--- config.mk ---
export PLATFORM = sky130hd
export DESIGN_NAME = rtc_bcd_date_validator_top
export DESIGN_NICKNAME = d
export VERILOG_FILES = /design/src/design/rbdv_pkg.sv /design/src/design/rtc_bcd_date_validator_top.sv
export SDC_FILE = /design/constraint.sdc
export NUM_CORES = 1
export LEC_CHECK = 0
export BUFFER_PORTS_ARGS = -buffer_cell sky130_fd_sc_hd__buf_2
export CELL_PAD_IN_SITES_DETAIL_PLACEMENT = 1
export CELL_PAD_IN_SITES_GLOBAL_PLACEMENT = 1
export CORE_MARGIN = 2
export CORE_UTILIZATION = 43
export CTS_BUF_LIST = sky130_fd_sc_hd__clkbuf_4
export CTS_CLUSTER_SIZE = 12
export DETAILED_ROUTE_END_ITERATION = 8
export PLACE_DENSITY = 0.78
export SLEW_MARGIN = 25
export SYNTH_ARGS = -nofsm -noshare
export SYNTH_HDL_FRONTEND = slang
export SYNTH_SLANG_ARGS = --single-unit
--- constraint.sdc ---
create_clock -name clk -period 8.9 [get_ports clk]
set_input_delay 0.445 -clock clk [delete_from_list [all_inputs] [get_ports clk]]
set_output_delay 0.445 -clock clk [all_outputs]
set_load 0.1 [all_outputs]
--- src/design/rbdv_pkg.sv ---
// Package for the RTC BCD date checker: calendar constants, weekday
// offsets and BCD helper functions.
// No dependencies.
package rbdv_pkg;

  localparam logic [3:0] BCD_DIGIT_MAX = 4'd9;
  localparam logic [6:0] CENTURY_MAX   = 7'd99;
  localparam logic [6:0] YEAR_MAX      = 7'd99;
  localparam logic [3:0] MONTH_MAX     = 4'd12;
  localparam logic [4:0] DAY_MAX       = 5'd31;
  localparam logic [4:0] HOUR_MAX      = 5'd23;
  localparam logic [5:0] MINUTE_MAX    = 6'd59;
  localparam logic [5:0] SECOND_MAX    = 6'd59;
  localparam logic [3:0] MONTH_FEB     = 4'd2;
  localparam logic [3:0] MONTH_MAR     = 4'd3;
  localparam logic [3:0] WEEK_DAYS     = 4'd7;
  localparam logic [4:0] FEB_LEAP_DAYS = 5'd29;

  // Both nibbles must be decimal digits
  function automatic logic bcd_ok(input logic [7:0] b);
    bcd_ok = (b[3:0] <= BCD_DIGIT_MAX) && (b[7:4] <= BCD_DIGIT_MAX);
  endfunction

  // hi*10 + lo, built from shifts
  function automatic logic [6:0] bcd_to_bin(input logic [7:0] b);
    bcd_to_bin = {b[7:4], 3'b000} + {2'b00, b[7:4], 1'b0} + {3'b000, b[3:0]};
  endfunction

  // Days in month, February from the leap flag; zero for a month code out of range
  function automatic logic [4:0] days_in_month(input logic [3:0] m, input logic leap);
    logic [4:0] d;
    case (m)
      4'd1, 4'd3, 4'd5, 4'd7, 4'd8, 4'd10, 4'd12: d = 5'd31;
      4'd4, 4'd6, 4'd9, 4'd11:                    d = 5'd30;
      MONTH_FEB:                                  d = leap ? FEB_LEAP_DAYS : 5'd28;
      default:                                    d = 5'd0;
    endcase
    days_in_month = d;
  endfunction

  // Sakamoto month offsets, indexed by binary month 1..12
  function automatic logic [2:0] sak_offset(input logic [3:0] m);
    logic [2:0] o;
    case (m)
      4'd1:    o = 3'd0;
      4'd2:    o = 3'd3;
      4'd3:    o = 3'd2;
      4'd4:    o = 3'd5;
      4'd5:    o = 3'd0;
      4'd6:    o = 3'd3;
      4'd7:    o = 3'd5;
      4'd8:    o = 3'd1;
      4'd9:    o = 3'd4;
      4'd10:   o = 3'd6;
      4'd11:   o = 3'd2;
      4'd12:   o = 3'd4;
      default: o = 3'd0;
    endcase
    sak_offset = o;
  endfunction

endpackage

--- src/design/rtc_bcd_date_validator_top.sv ---
// RTC BCD date checker: input register, single-pass decode/check/weekday
// logic, result register. Depends on rbdv_pkg.
// A reading passes through the input register, then the result register.
// Throughput: one reading per cycle; ready drops only while both register
// stages are full and out_ready is low.
// Reset (rst, synchronous, active high) empties both register stages;
// payload registers are not reset.
module rtc_bcd_date_validator_top (
  input  logic        clk,
  input  logic        rst,
  input  logic        in_valid,
  output logic        in_ready,
  input  logic        rtc_present,
  input  logic [7:0]  daylight_in,
  input  logic [7:0]  century_bcd,
  input  logic [7:0]  year_bcd,
  input  logic [7:0]  month_bcd,
  input  logic [7:0]  day_bcd,
  input  logic [7:0]  hour_bcd,
  input  logic [7:0]  minute_bcd,
  input  logic [7:0]  second_bcd,
  output logic        out_valid,
  input  logic        out_ready,
  output logic        date_valid,
  output logic [13:0] year_value,
  output logic [3:0]  month_value,
  output logic [4:0]  day_value,
  output logic [4:0]  hour_value,
  output logic [5:0]  minute_value,
  output logic [5:0]  second_value,
  output logic [2:0]  weekday_value,
  output logic        daylight_out
);
  import rbdv_pkg::*;

  // input stage
  logic       in_full;
  logic       rtc_present_q;
  logic [7:0] daylight_q, century_q, year_q, month_q, day_q;
  logic [7:0] hour_q, minute_q, second_q;

  logic out_adv;
  logic in_adv;

  // decode / check
  logic [6:0]  cen_bin, yl_bin, mo_bin7, dy_bin7, hr_bin7, mi_bin7, se_bin7;
  logic [3:0]  mo_bin;
  logic [4:0]  dy_bin, hr_bin;
  logic [5:0]  mi_bin, se_bin;
  logic [13:0] full_year;
  logic        digits_ok, ranges_ok, leap, ok;
  logic [4:0]  mlen;

  // weekday
  logic [6:0]  cen_adj, yl_adj;
  logic [9:0]  wd_sum;
  logic [4:0]  fold1;
  logic [3:0]  fold2;
  logic [3:0]  wd_mod;
  logic [2:0]  weekday_next;

  assign out_adv  = !out_valid || out_ready;
  assign in_adv   = in_full && out_adv;
  assign in_ready = !in_full || out_adv;

  always_ff @(posedge clk) begin
    if (rst) begin
      in_full <= 1'b0;
    end else if (in_ready) begin
      in_full <= in_valid;
    end
  end

  always_ff @(posedge clk) begin
    if (in_valid && in_ready) begin
      rtc_present_q <= rtc_present;
      daylight_q    <= daylight_in;
      century_q     <= century_bcd;
      year_q        <= year_bcd;
      month_q       <= month_bcd;
      day_q         <= day_bcd;
      hour_q        <= hour_bcd;
      minute_q      <= minute_bcd;
      second_q      <= second_bcd;
    end
  end

  always_comb begin
    cen_bin = bcd_to_bin(century_q);
    yl_bin  = bcd_to_bin(year_q);
    mo_bin7 = bcd_to_bin(month_q);
    dy_bin7 = bcd_to_bin(day_q);
    hr_bin7 = bcd_to_bin(hour_q);
    mi_bin7 = bcd_to_bin(minute_q);
    se_bin7 = bcd_to_bin(second_q);
    mo_bin  = mo_bin7[3:0];
    dy_bin  = dy_bin7[4:0];
    hr_bin  = hr_bin7[4:0];
    mi_bin  = mi_bin7[5:0];
    se_bin  = se_bin7[5:0];

    digits_ok = bcd_ok(century_q) && bcd_ok(year_q) && bcd_ok(month_q) &&
                bcd_ok(day_q) && bcd_ok(hour_q) && bcd_ok(minute_q) &&
                bcd_ok(second_q);
    ranges_ok = (cen_bin <= CENTURY_MAX) && (yl_bin <= YEAR_MAX) &&
                (mo_bin7 <= {3'b000, MONTH_MAX}) && (mo_bin7 != 7'd0) &&
                (dy_bin7 <= {2'b00, DAY_MAX}) && (dy_bin7 != 7'd0) &&
                (hr_bin7 <= {2'b00, HOUR_MAX}) &&
                (mi_bin7 <= {1'b0, MINUTE_MAX}) &&
                (se_bin7 <= {1'b0, SECOND_MAX});

    // century*100 = c*64 + c*32 + c*4
    full_year = {1'b0, cen_bin, 6'b0} + {2'b00, cen_bin, 5'b0} + {5'b0, cen_bin, 2'b00}
                + {7'b0, yl_bin};

    // year within century nonzero: divisible by 4; else century divisible by 4
    leap = (yl_bin != 7'd0) ? (yl_bin[1:0] == 2'b00) : (cen_bin[1:0] == 2'b00);
    mlen = days_in_month(mo_bin, leap);

    ok = rtc_present_q && (daylight_q <= 8'd1) && digits_ok && ranges_ok &&
         (full_year != 14'd0) && (dy_bin <= mlen);

    // January and February count in the previous year
    if (mo_bin >= MONTH_MAR) begin
      cen_adj = cen_bin;
      yl_adj  = yl_bin;
    end else if (yl_bin != 7'd0) begin
      cen_adj = cen_bin;
      yl_adj  = yl_bin - 7'd1;
    end else begin
      cen_adj = cen_bin - 7'd1;
      yl_adj  = YEAR_MAX;
    end

    // a = 100C + Y: a + a/4 - a/100 + a/400 == 5C + C/4 + Y + Y/4 (mod 7)
    wd_sum = {1'b0, cen_adj, 2'b00} + {3'b000, cen_adj} + {5'b0, cen_adj[6:2]}
             + {3'b000, yl_adj} + {5'b0, yl_adj[6:2]}
             + {7'b0, sak_offset(mo_bin)} + {5'b0, dy_bin};

    // 8 == 1 (mod 7): add octal digits twice, then one conditional subtract
    fold1  = {2'b00, wd_sum[2:0]} + {2'b00, wd_sum[5:3]} + {2'b00, wd_sum[8:6]}
             + {4'b0, wd_sum[9]};
    fold2  = {1'b0, fold1[2:0]} + {2'b00, fold1[4:3]};
    wd_mod = (fold2 >= WEEK_DAYS) ? (fold2 - WEEK_DAYS) : fold2;
    weekday_next = wd_mod[2:0] + 3'd1;
  end

  always_ff @(posedge clk) begin
    if (rst) begin
      out_valid <= 1'b0;
    end else if (out_adv) begin
      out_valid <= in_full;
    end
  end

  always_ff @(posedge clk) begin
    if (in_adv) begin
      date_valid    <= ok;
      year_value    <= ok ? full_year : 14'd0;
      month_value   <= ok ? mo_bin : 4'd0;
      day_value     <= ok ? dy_bin : 5'd0;
      hour_value    <= ok ? hr_bin : 5'd0;
      minute_value  <= ok ? mi_bin : 6'd0;
      second_value  <= ok ? se_bin : 6'd0;
      weekday_value <= ok ? weekday_next : 3'd0;
      daylight_out  <= ok ? daylight_q[0] : 1'b0;
    end
  end

`ifndef SYNTHESIS
  a_invalid_zero: assert property (@(posedge clk) disable iff (rst)
    out_valid && !date_valid |-> year_value == 14'd0 && month_value == 4'd0 &&
      day_value == 5'd0 && hour_value == 5'd0 && minute_value == 6'd0 &&
      second_value == 6'd0 && weekday_value == 3'd0 && !daylight_out)
    else $error("invalid reading with nonzero fields");

  a_valid_nonzero: assert property (@(posedge clk) disable iff (rst)
    out_valid && date_valid |-> weekday_value != 3'd0 && month_value != 4'd0 &&
      month_value <= MONTH_MAX && day_value != 5'd0 && year_value != 14'd0)
    else $error("valid reading with bad date fields");

  a_valid_time: assert property (@(posedge clk) disable iff (rst)
    out_valid && date_valid |-> hour_value <= HOUR_MAX &&
      minute_value <= MINUTE_MAX && second_value <= SECOND_MAX)
    else $error("valid reading with time out of range");

  a_take_fills: assert property (@(posedge clk) disable iff (rst)
    in_valid && in_ready |=> in_full)
    else $error("transfer lost in input stage");

  a_stage_moves: assert property (@(posedge clk) disable iff (rst)
    in_full && out_adv |=> out_valid)
    else $error("input stage did not reach result register");
`endif

endmodule
Yosys cells after proc, flatten, opt, wreduce, memory -nomap -nowiden:

Memory sizes are Yosys's and may differ from the RTL's.
Index checks and enable logic that the tools add are counted.

* latch bits: 0
* RAM bits: 0
* bits in read-only memories: 48
* logic and storage cells: 137
* memories: 1
* input port bits: 69
* output and inout port bits: 47
* flip-flop bits (word level): 112

Memory list
* (no name shown): depth 16, width 3, rd ports 1, clocked after Yosys merged registers in 0, wr ports 0, line rbdv_pkg.sv:44 `case (m)`

* multiplexer cells: 8
* equal/unequal tests: 12
* bitwise gates (word level): 0
* divide/modulo/power cells: 0
* shifts and indexed selects: 0
* $mul: 0
* magnitude comparators: 25
* reductions and logical operators: 40
* $add $sub $neg: 31

Operator list (number)
* $le A4 B4 Y1 const B: 14
* $add A7 B4 Y7: 7
* $add A7 B5 Y7: 7
* $add A10 B5 Y10: 3
* $logic_and A1 B1 Y1: 28
* $mux W7: 4
* $reduce_bool A7 Y1: 3
* $eq A4 B4 Y1 const B: 5
* $eq A4 B3 Y1 const B: 4
* $pmux W5 S3: 1
* $add A13 B12 Y14: 1
* $add A14 B7 Y14: 1
* $add A14 B9 Y14: 1
* $le A7 B5 Y1 const B: 2
* $le A7 B6 Y1 const B: 2
* $le A7 B7 Y1 const B: 2
* $reduce_bool A14 Y1: 1
* $sub A7 B1 Y7 const B: 2
* $add A10 B3 Y10: 1
* $add A10 B7 Y10: 1
* $add A9 B7 Y10: 1
* $eq A4 B2 Y1 const B: 2
* $le A8 B1 Y1 const B: 1
* $le A7 B4 Y1 const B: 1
* 17 further kinds: 21

Depth between registers and ports, before layout:

* depth after elaboration: 18
* depth in mapped cells: 44

Worst setup path before layout:

No wires, ideal clock.

* path kind: register to register
* start: register year_q[3]
* end: register weekday_value[1], data pin
* setup time: 0.268 ns
* buffers on the path: 1
* clock period less this slack: 9.590 ns
* arrival: 9.322 ns
* stages on the path, launching flop included: 39
* setup slack: -0.690 ns
* cells stage by stage: edfxtp_1 -> fa_1 -> inv_1 -> fa_1 -> xor2_1 -> inv_2 -> or3_4 -> or4b_1 -> buf_6 -> nor2_8 -> nand2_1 -> xnor2_1 -> fa_1 -> fa_1 -> fa_1 -> inv_1 -> ha_1 -> a21oi_1 -> [3 not listed] -> a21oi_1 -> xor2_1 -> fa_1 -> inv_1 -> ha_1 -> fa_1 -> a21oi_1 -> nor2b_1 -> fa_1 -> ha_1 -> nor2b_1 -> nor2_1 -> a21oi_1 -> nor2_1 -> a21oi_1 -> nor2_1 -> ha_1 -> nor3b_1

* word-level cells in the longest chain between the ends: 17

Ends and longest elaborated chain
* from (decl): line rtc_bcd_date_validator_top.sv:39 `logic [7:0] daylight_q, century_q, year_q, month_q, day_q;`
* from (signal assigned): line rtc_bcd_date_validator_top.sv:79 `year_q <= year_bcd;`
* $add A7 B4 Y7 *: line rbdv_pkg.sv:26 `bcd_to_bin = {b[7:4], 3'b000} + {2'b00, b[7:4], 1'b0} + {3'b000, b[3:0]};`
* $reduce_bool A7 Y1: line rtc_bcd_date_validator_top.sv:127 `end else if (yl_bin != 7'd0) begin`
* $mux W7: line rtc_bcd_date_validator_top.sv:127
* $mux W7: line rtc_bcd_date_validator_top.sv:124 `if (mo_bin >= MONTH_MAR) begin`
* $add A9 B7 Y10: line rtc_bcd_date_validator_top.sv:136 `wd_sum = {1'b0, cen_adj, 2'b00} + {3'b000, cen_adj} + {5'b0, cen_adj[6:2]}`
* $add A10 B5 Y10: line rtc_bcd_date_validator_top.sv:136
* $add A10 B7 Y10: line rtc_bcd_date_validator_top.sv:137 `+ {3'b000, yl_adj} + {5'b0, yl_adj[6:2]}`
* $add A10 B5 Y10 *: line rtc_bcd_date_validator_top.sv:137
* [2 not listed]
* $add A3 B3 Y4: line rtc_bcd_date_validator_top.sv:141 `fold1 = {2'b00, wd_sum[2:0]} + {2'b00, wd_sum[5:3]} + {2'b00, wd_sum[8:6]}`
* $add A4 B3 Y5: line rtc_bcd_date_validator_top.sv:141
* $add A5 B1 Y5 *: line rtc_bcd_date_validator_top.sv:142 `+ {4'b0, wd_sum[9]};`
* $add A3 B2 Y4 *: line rtc_bcd_date_validator_top.sv:143 `fold2 = {1'b0, fold1[2:0]} + {2'b00, fold1[4:3]};`
* $ge A4 B3 Y1 or $sub A3 B3 Y3 (tied branches): line rtc_bcd_date_validator_top.sv:144 `wd_mod = (fold2 >= WEEK_DAYS) ? (fold2 - WEEK_DAYS) : fold2;`
* $mux W3 *: line rtc_bcd_date_validator_top.sv:144
* $add A3 B1 Y3 *: line rtc_bcd_date_validator_top.sv:145 `weekday_next = wd_mod[2:0] + 3'd1;`
* via weekday_next[1]: line rtc_bcd_date_validator_top.sv:60 `logic [2:0] weekday_next;`
* to (signal assigned): line rtc_bcd_date_validator_top.sv:165 `weekday_value <= ok ? weekday_next : 3'd0;`
* to (decl): line rtc_bcd_date_validator_top.sv:31 `output logic [2:0] weekday_value,`

Mark *: on every way through the listed nets, which the timed path passes. The rest lies on a longest branch.
A chain may end at the register's enable or synchronous reset.

Worst setup path in the final report:

* start: register year_q[6]
* end: register weekday_value[2], data pin

* word-level cells in the longest chain between the ends: 18

Ends and longest elaborated chain
* $add A7 B5 Y7: line rbdv_pkg.sv:26
* $add A7 B4 Y7: line rbdv_pkg.sv:26
* $reduce_bool A7 Y1: line rtc_bcd_date_validator_top.sv:117, rtc_bcd_date_validator_top.sv:127
* $mux W7: line rtc_bcd_date_validator_top.sv:127
* $mux W7: line rtc_bcd_date_validator_top.sv:124
* $add A9 B7 Y10: line rtc_bcd_date_validator_top.sv:136
* $add A10 B5 Y10: line rtc_bcd_date_validator_top.sv:136
* $add A10 B7 Y10: line rtc_bcd_date_validator_top.sv:137
* [2 not listed]
* $add A10 B5 Y10: line rtc_bcd_date_validator_top.sv:138 `+ {7'b0, sak_offset(mo_bin)} + {5'b0, dy_bin};`
* $add A3 B3 Y4: line rtc_bcd_date_validator_top.sv:141
* $add A4 B3 Y5: line rtc_bcd_date_validator_top.sv:141
* $add A5 B1 Y5: line rtc_bcd_date_validator_top.sv:142
* $add A3 B2 Y4: line rtc_bcd_date_validator_top.sv:143
* $ge A4 B3 Y1 or $sub A3 B3 Y3 (tied branches): line rtc_bcd_date_validator_top.sv:144
* $mux W3: line rtc_bcd_date_validator_top.sv:144
* $add A3 B1 Y3: line rtc_bcd_date_validator_top.sv:145

Several ways; a longest one is shown, not always the timed one.

==> impl_summary.log <==
INFO  metric antenna_found_initial = 1
INFO  metric critPathMaxFanout = 3
INFO  metric setup.worst_path.class = reg2reg
INFO  metric viasPerCell = 5.24
INFO  metric top_level_pins = ~120
INFO  metric top_layer_used = met4
INFO  metric cts_tree = built
INFO  metric postLayoutSetupSlackWorst = -579 ps
INFO  metric maxClockFrequency = about 110 MHz
INFO  metric count_of_placed_standard_cells_including_taps = 1109
INFO  metric grt.total_usage = a little over a fifth
INFO  metric num_rows = 50
INFO  metric cpMaxStageDelayCell = sky130_fd_sc_hd__fa_1
INFO  metric finalNonFillerCells = 1141
INFO  metric drive_above_1_share = a little under a third
INFO  metric grt_setup_unrepaired = yes
INFO  metric crit_cells = 44
INFO  metric path_common_cell = sky130_fd_sc_hd__a21oi_2
INFO  metric synth-main-ff-cell = sky130_fd_sc_hd__edfxtp_1
INFO  metric violations = negative setup slack
INFO  metric layout_worst_path_cycle_share = 107%
INFO  metric start_util = 43.7%
INFO  metric die_width = 142 um
INFO  metric hold_path.class = in2reg
INFO  metric cts-root-buf = sky130_fd_sc_hd__clkbuf_4
INFO  metric layout-area-overhead-vs-synth = 23.3%
INFO  metric synth.lib_cells_used.distinct = 53
INFO  metric post-route-min-period = 9480 ps
INFO  metric crit_end = weekday_value[2]$_SDFFCE_PN0P_
INFO  metric critical_path.top_delay_family = adder cells
INFO  metric timing.rr.end = weekday_value[2]$_SDFFCE_PN0P_
INFO  metric worst_setup_hold_path_clk_slew = 210 ps
INFO  metric timing.critical_path.from = year_q[6]$_DFFE_PP_
INFO  metric crit_path_start_kind = register
INFO  metric synth_seq_area_share = about two fifths
INFO  metric fin_skew = 42.0 ps
INFO  metric crit_path_end_kind = register
INFO  metric routed-via-count = 5983
INFO  metric met3_wirelength = 707 um
INFO  metric cap_viol_max_count = 0
INFO  metric post_synth_inst_count = around 700
INFO  metric tritoncts_num_sinks = 112
INFO  metric post_detailed_placement_half_perimeter_wirelength = 17.5 mm
INFO  metric clock_path_buffers = 2
INFO  metric synth_fp_nets = between 900 and 1000
INFO  metric post_syn_area_per_cell = 11.6 um^2
INFO  metric setup_viol = 3
INFO  metric final_max_slew_viol_count = 0
INFO  metric gp_congestion = 0.810
INFO  metric drt_wl_total = 21.4 mm
INFO  metric worst-path-buf-inv = 7
INFO  metric regToRegStartpoint = year_q[6]$_DFFE_PP_
INFO  metric crit_arrival = between 9000 and 10000 ps
INFO  metric crit_path_max_incr_delay = 600 ps
INFO  metric floorplan.die_area = between 20000 and 25000 um^2
INFO  metric yosys_register_bits = ~110
INFO  metric number_of_enable_type_register_cells_in_the_synthesized_netlist = 110
INFO  metric ys_warn_count = 0
INFO  metric first_global_vias = 6705
INFO  metric syn_area = 8180 um^2
INFO  metric global_route.overflow_total = 0
INFO  metric number_of_buffers_added_by_the_clock_tree_synthesis_step = 9
INFO  metric postSynth.asyncResetShare = 0%
INFO  metric coreArea = 18700 um^2
INFO  metric report.final.hold_viol_count = 0
INFO  metric port_buffers = about 120
INFO  metric drt_first_pass_iters = 5
INFO  metric r2r_cells = 44
INFO  metric final_nets = 1134
INFO  metric status = finished, violations left
INFO  metric clock_latency = 510 ps
INFO  metric detailed_routing_wirelength_on_met1 = 8.60 mm
INFO  metric setup_slack_of_the_most_critical_reg_to_reg_path = -580 ps
INFO  metric global_route_wire_length_before_repair = roughly 34 mm
INFO  metric routed_wire_length_per_instance = 18.8 um
INFO  metric dpl_worst_slack = -704 ps
INFO  metric drt_first_iter_violations = 290
INFO  metric timing.setup.tns = -1430 ps
INFO  metric cp_data_required_time = between 9000 and 10000 ps
INFO  metric cts_htree_levels = 3
INFO  metric route.detailed.drc = 0
INFO  metric maximum_number_of_pins_on_one_net_before_global_route_repair = 61
INFO  metric dieHeight = 142 um
INFO  metric max-slew-margin-rel = 48.1%
INFO  metric ant_nets = 0
INFO  metric detail_route_met2_wl = 11.4 mm
INFO  metric worst_pin_slew = 778 ps
## per-stage QoR
step | hold WS (ps) | instance area [um^2] | utilization (%)
final | 96.2 | 10100 | 53.9
after detailed placement | 553 | 9680 | 51.7
after global routing | 42.9 | 10100 | 53.9
after floorplan | 478 | 8340 | -
after CTS | 52.8 | 9950 | 53.2
after global placement | 509 | 9680 | 51.7
## cell families (layout without fill, tap and decap cells)
family,count (synthesis),count (layout),share of synthesized area (%)
other,0,1,0
xor gates and xnor gates,51,51,5.46
DFF,112,112,40.9
buffers and inverters,106,309,5.05
adders and majority gates,164,164,29.5
and+or+nand+nor,158,158,10.7
muxes,1,1,0.138
AOI/OAI and AO/OA,111,111,8.32
## synth_stat cells, types with 2 or more instances
cell type / instances / area share, %
sky130_fd_sc_hd__o21bai_1: 4 / 0.37
sky130_fd_sc_hd__nor2_1: 38 / 1.7
sky130_fd_sc_hd__xnor2_1: 33 / 3.5
sky130_fd_sc_hd__edfxtp_1: 110 / 40
sky130_fd_sc_hd__o21a_1: 3 / 0.28
sky130_fd_sc_hd__clkbuf_1: 7 / 0.32
sky130_fd_sc_hd__and3_1: 2 / 0.15
sky130_fd_sc_hd__nor2b_1: 11 / 0.84
sky130_fd_sc_hd__nand4_1: 5 / 0.38
sky130_fd_sc_hd__a31oi_1: 3 / 0.23
sky130_fd_sc_hd__fa_1: 48 / 12
sky130_fd_sc_hd__ha_1: 116 / 18
sky130_fd_sc_hd__nor4b_1: 4 / 0.43
sky130_fd_sc_hd__a22oi_1: 2 / 0.18
sky130_fd_sc_hd__a21o_1: 13 / 1.2
sky130_fd_sc_hd__a21oi_1: 39 / 2.4
sky130_fd_sc_hd__nand3_1: 9 / 0.55
sky130_fd_sc_hd__o22ai_1: 2 / 0.15
sky130_fd_sc_hd__nand2b_1: 6 / 0.46
sky130_fd_sc_hd__nand2_1: 18 / 0.83
sky130_fd_sc_hd__o211ai_1: 3 / 0.28
sky130_fd_sc_hd__nor3b_1: 17 / 1.6
sky130_fd_sc_hd__dfxtp_1: 2 / 0.49
sky130_fd_sc_hd__nor4_1: 4 / 0.31
sky130_fd_sc_hd__inv_1: 93 / 4.3
sky130_fd_sc_hd__o21ai_0: 31 / 1.9
sky130_fd_sc_hd__o2111ai_1: 4 / 0.43
sky130_fd_sc_hd__nor3_1: 32 / 2.0
sky130_fd_sc_hd__xor2_1: 18 / 1.9
sky130_fd_sc_hd__buf_2: 3 / 0.18
## layout make-up
type | count | area [um^2]
fill | 2028 | 8620
multi-input combinational | 485 | 4710
sequential | 112 | 3340
timing repair buffer | 199 | 1220
inverter | 94 | 353
tap | 234 | 293
clock inverter | 7 | 103
clock buffer | 9 | 67.6
antenna | 1 | 2.50
## worst register-to-register path, delay by kind of cell (launching register included)
kind,cells,cell delay [ps]
AOI/OAI and AO/OA,10,1560
xor gates and xnor gates,5,610
adders and majority gates,12,4280
buffers and inverters,7,610
DFF,1,470
and+or+nand+nor,10,1860
## cells in the final DEF (no fill, tap or decap), types with 3 or more instances in the layout
cell	netlist	routed
sky130_fd_sc_hd__buf_2	3	115
sky130_fd_sc_hd__edfxtp_1	110	110
sky130_fd_sc_hd__ha_1	116	108
sky130_fd_sc_hd__inv_1	93	88
sky130_fd_sc_hd__buf_4	1	81
sky130_fd_sc_hd__fa_1	48	44
sky130_fd_sc_hd__nor2_1	38	34
sky130_fd_sc_hd__nor3_1	32	32
sky130_fd_sc_hd__a21oi_1	39	31
sky130_fd_sc_hd__o21ai_0	31	29
sky130_fd_sc_hd__xnor2_1	33	27
sky130_fd_sc_hd__nand2_1	18	16
sky130_fd_sc_hd__xor2_1	18	16
sky130_fd_sc_hd__nor3b_1	17	16
sky130_fd_sc_hd__a21o_1	13	13
sky130_fd_sc_hd__nor2b_1	11	9
sky130_fd_sc_hd__nand3_1	9	9
sky130_fd_sc_hd__clkbuf_4	0	9
sky130_fd_sc_hd__a21oi_2	0	8
sky130_fd_sc_hd__inv_2	1	6
sky130_fd_sc_hd__nand2b_1	6	6
sky130_fd_sc_hd__nand4_1	5	5
sky130_fd_sc_hd__ha_4	0	5
sky130_fd_sc_hd__xnor2_2	0	4
sky130_fd_sc_hd__o2111ai_1	4	4
sky130_fd_sc_hd__nor4b_1	4	4
sky130_fd_sc_hd__nor4_1	4	4
sky130_fd_sc_hd__o21bai_1	4	4
sky130_fd_sc_hd__fa_2	0	4
sky130_fd_sc_hd__o21a_1	3	3
sky130_fd_sc_hd__o211ai_1	3	3
sky130_fd_sc_hd__a31oi_1	3	3
sky130_fd_sc_hd__ha_2	0	3
sky130_fd_sc_hd__buf_6	1	3
## layer usage
layer / global-route usage, % / vias up
met4: 8.00 / 0
li1: - / 2872
met2: 40.3 / 129
met5: 0 / -
met3: 3.43 / 44
met1: 25.6 / 2938
## registers in the layout, summed over array words and instances (netlist names), 3 cells and up
| register | count |
|---|---|
| weekday_value | 3 |
| day_value | 5 |
| hour_q | 8 |
| year_value | 14 |
| second_value | 6 |
| second_q | 8 |
| year_q | 8 |
| month_q | 8 |
| daylight_q | 8 |
| hour_value | 5 |
| minute_q | 8 |
| day_q | 8 |
| minute_value | 6 |
| month_value | 4 |
| century_q | 8 |
## repair_timing
action | in CTS | in global routing
buffers inserted | 6 | 9
setup endpoints to repair | 3 | 3
gates resized for setup | 10 | 17
hold buffers | 0 | 0
pin swaps | 12 | 25
## worst min-delay path by stage
stage | from | end | slack, ps | depth (start not counted)
3_3_place_gp | in_full$_SDFFE_PP0N_ | out_valid$_SDFFE_PP0P_ | 510 | 2
2_1_floorplan | in_full$_SDFFE_PP0N_ | out_valid$_SDFFE_PP0P_ | 480 | 2
6_report | rst | out_valid$_SDFFE_PP0P_ | 100 | 2
5_1_grt | hour_bcd[2] | hour_q[2]$_DFFE_PP_ | 40 | 1
3_5_place_dp | in_full$_SDFFE_PP0N_ | out_valid$_SDFFE_PP0P_ | 550 | 2
4_1_cts | hour_bcd[2] | hour_q[2]$_DFFE_PP_ | 50 | 1
Power is left out: the tool's default activity adds up to more than one toggle a clock period on the data nets, which glitch-free logic cannot reach.
